==> config.mk <==
export PLATFORM = sky130hd
export DESIGN_NAME = fcv_ram
export DESIGN_NICKNAME = d
export VERILOG_FILES = /design/src/rtl/fcv_ram.sv
export SDC_FILE = /design/constraint.sdc
export NUM_CORES = 1
export LEC_CHECK = 0
export BUFFER_PORTS_ARGS = -buffer_cell sky130_fd_sc_hd__buf_2
export CAP_MARGIN = 20
export CORE_MARGIN = 3
export CORE_UTILIZATION = 43
export CTS_CLUSTER_DIAMETER = 200
export DETAILED_ROUTE_END_ITERATION = 10
export GPL_TIMING_DRIVEN = 0
export PLACE_DENSITY_LB_ADDON = 0.12
export SLEW_MARGIN = 20
export SYNTH_ARGS = -nofsm -noshare
export SYNTH_HDL_FRONTEND = slang
export SYNTH_SLANG_ARGS = --single-unit
==> constraint.sdc <==
create_clock -name clk -period 2.3 [get_ports clk]
set_clock_uncertainty 0.05 [all_clocks]
set_input_delay 0.115 -clock clk [delete_from_list [all_inputs] [get_ports clk]]
set_output_delay 0.115 -clock clk [all_outputs]
set_load 0.01 [all_outputs]
==> src/rtl/fcv_ram.sv <==
`default_nettype none
// ----------------------------------------------------------------------------
// fcv_ram: generic single-write, single-read RAM
// One write port and one read port with registered read data.
// ----------------------------------------------------------------------------
module fcv_ram #(
  parameter int W = 8,
  parameter int D = 64
) (
  input  wire logic                 clk,
  input  wire logic                 we,
  input  wire logic [$clog2(D)-1:0] waddr,
  input  wire logic [W-1:0]         wdata,
  input  wire logic [$clog2(D)-1:0] raddr,
  output logic      [W-1:0]         rdata
);

  logic [W-1:0] mem [D];

  // Write and registered read.
  always_ff @(posedge clk) begin
    if (we) begin
      mem[waddr] <= wdata;
    end
    rdata <= mem[raddr];
  end

endmodule
`default_nettype wire

==> flow_summary_export.csv <==
group,metric,value,unit
placed_design,portBuffers,21,
setup_path,timing.rr.end,"rdata[2]",
clock_network,cts_buffer_depth,3,
power,power_density,873.6,nW/um^2
logic_synthesis,synth_cell_types,40,
outcome,status,"finished, violations left",
power,swShare,21.29,%
sta,setup-tns-final,-18.71,ps
finish,final_cell_mix,"edfxtp_1, mux4_2, nor2_1",
setup_path,r2r-start,"mem[41][2]",
clock_network,cts_tree,"yes",
logic_synthesis,syn_area_per_cell,21.45,sq um
sta,grt_setup_unrepaired,"yes",
sta,fin_crit_sh,100.8,%
sta,setup_violations,1,
global_routing,grt_use_total,20.31,%
logic_synthesis,synthTopCellsByArea,"edfxtp_1, mux4_2, nor2_1, mux2i_1, dfxtp_1",
power,pwr-share-seq,52.7,%
setup_path,cp-end-kind,"flop",
outcome,violations,"negative setup slack",
global_routing,grt_antenna_before_repair,2,
setup_path,crit_fanout,10,
power,p_leak,7.098,nW
placed_design,place.gp.congestion,0.8239,
power,pwr-share-clk,42.0,%
global_routing,first_global_vias,10010,
run,maxCapViolations,0,
logic_synthesis,yosysSeqAreaShare,77.03,%
drt,wirelength,49.91,mm
sta,hold_viol,0,
setup_path,reg2reg_depth,4,
hold_path,worstHoldEndpoint,"mem[17][2]",
hold_path,hold_depth,1,
floorplanning,die_y,222.6,um
logic_synthesis,synth_edf_count,512,
setup_path,worst_path_largest_cell_delay,720,ps
drt,vias_per_cell,5.840,
drt,first_pass_iters,5,
floorplanning,fp-row-count,78,
setup_path,worstPathCellList,"buf_2, buf_4, clkbuf_1, nor2b_1, a22oi_1, a221oi_1, o2bb2ai_1",
setup_path,arrival,2690,ps
power,ir_worst_vdd,0.6608,mV
floorplanning,start_util,43.97,%
hold_path,hold_class,"input port to flop",
clock_network,cts_htree_levels,2,
power,p_total,19.94,mW
sta,worst_slack,-18.71,ps
drt,drc,0,
finish,final_common_cell,"edfxtp_1",
setup_path,slowest_stage,"clkbuf_1",
clock_network,path_clk_slew,60,ps
clock_network,cts_sinks,520,
hold_path,hp-start,"wdata[2]",
sta,fmax,431.3,MHz
floorplanning,die_w,222.6,um
logic_synthesis,ys_ff_latch,520,
drt,drt_iter0_drc,1202,
finish,drive_gt1_share,26.43,%
logic_synthesis,yosys.area.top_type_share,76.24,%
sta,layout_min_cycle_time,2319,ps
logic_synthesis,yosysTopAreaCell,"edfxtp_1",
logic_synthesis,syn_area,20170,sq um
power,power.net_switching,4.244,mW
clock_network,numCtsBuffers,54,
sta,tightestPinTransition,1117,ps
logic_synthesis,yosysWarnings,0,
logic_synthesis,ys.flop_type,"edfxtp_1",
global_routing,grt_pass1_wl,71.99,mm
clock_network,insertion_delay,590,ps
sta,slew_headroom,25.52,%
global_routing,gr-total-overflow,0,
clock_network,root_buffer,"clkbuf_16",
placed_design,dp_hpwl,31.62,mm
sta,final_max_slew_viol_count,0,
global_routing,grt_max_degree,65,
floorplanning,die_area,49540,sq um
setup_path,required,2670,ps
floorplanning,boundaryPins,30,
drt,dr_total_vias,9717,
setup_path,worstSetupPathType,"input port to flop",
logic_synthesis,syn_inst,940,
floorplanning,coreArea,45870,sq um
power,combinationalPowerShare,5.3,%
logic_synthesis,synthArstFlopShare,0,%
logic_synthesis,syn-num-nets,962,
finish,final_nets,1042,
finish,area_delta_synth_final,13.18,%
setup_path,critPathLaunchType,"input port",
drt,ant_nets,0,
power,internal_power,15.69,mW
drt,wl_per_cell,30.00,um
setup_path,reg2reg_slack,30,ps
## metal layers
metal	vias up	track usage [%]	part of all wire, %
met5	-	0	0.026
met4	2	5.558	2.3
met3	76	3.303	6.1
met2	339	32.08	48
met1	5196	29.71	44
li1	4104	-	-
## synth_stat cells (3+ instances only)
cell type and number:
edfxtp_1 512, mux4_2 126, nor2_1 83, mux2i_1 23, nand2_1 19, clkbuf_1 17, nor2b_1 14, buf_4 13
mux2_2 13, nand3_1 13, buf_2 11, dfxtp_1 8, o221ai_1 8, o22ai_1 8, nand2b_1 7, nor3_1 7
a221oi_1 6, a211oi_1 4, buf_1 4, buf_6 4, a21oi_1 3, a22oi_1 3, nand3b_1 3, o2111ai_1 3
o2bb2ai_1 3
## flip-flops by register name, indices dropped and copies added, names as in the netlist
name   flops
mem      512
rdata      8
## repair_timing
item                                   CTS  global route
resized for setup                        8             6
hold buffers                             2             0
endpoints found under the hold margin   19             0
setup buffers                            0             0
setup endpoints to repair                4             6
## worst max-delay path, delay by kind of cell
kind                   cells  cell delay (ps)
buffers and inverters      3             1210
AO/OA/AOI/OAI              3             1040
AND/OR/NAND/NOR            1              300
## power groups by stage
stage / Sequential [mW] / Clock, mW / Combinational, mW
after floorplan: 10.7 / 0 / 0.559
after global placement: 10.7 / 0 / 1.05
after detailed placement: 10.7 / 0 / 1.06
after CTS: 10.5 / 8.51 / 1.07
after global routing: 10.5 / 8.86 / 1.13
final: 10.5 / 8.37 / 1.06
## stage by stage
step,std cells,cell area (sq um),setup WS [ps],utilization (%),hold WS (ps)
floorplan,940,20170,467.3,-,163.9
global placement,1561,21020,-829.3,45.83,466.1
detailed placement,1562,21060,-750.6,45.91,458.1
CTS,1663,22800,2.697,49.70,57.30
global route,1663,22820,-48.53,49.75,49.34
finish,1664,22820,-18.71,49.76,19.63
## area by class of cell
type / count / area, sq um
clock inverters: 24 / 170.2
repair buffers: 24 / 162.7
multi-input cells: 369 / 4353
well taps: 600 / 750.7
fillers: 3754 / 23040
clock buffers: 75 / 1521
diodes: 1 / 2.502
flip-flops and latches: 520 / 15530
plain buffers: 51 / 329.1
## logic make-up (layout without fill, tap and decap cells)
| kind of cell | count (synthesis) | in the layout | synth area share, % |
|---|---|---|---|
| flops | 520 | 520 | 77.03 |
| mux | 162 | 162 | 15.94 |
| simple gates | 153 | 153 | 3.387 |
| compound gates | 54 | 54 | 2.072 |
| buf+inv | 51 | 174 | 1.570 |
| other cells | 0 | 1 | 0 |
## worst max path at each step
stage / to / from / slack (ps) / cells past startpoint
6_report: rdata[2] / raddr[2] / -20 / 7
5_1_grt: rdata[2] / raddr[2] / -50 / 7
4_1_cts: rdata[3] / raddr[1] / 3 / 7
3_5_place_dp: rdata[3] / raddr[2] / -750 / 7
3_3_place_gp: rdata[3] / raddr[2] / -830 / 7
2_1_floorplan: rdata[3] / raddr[1] / 470 / 7
Note: power is estimated with default switching activity, not from simulation.
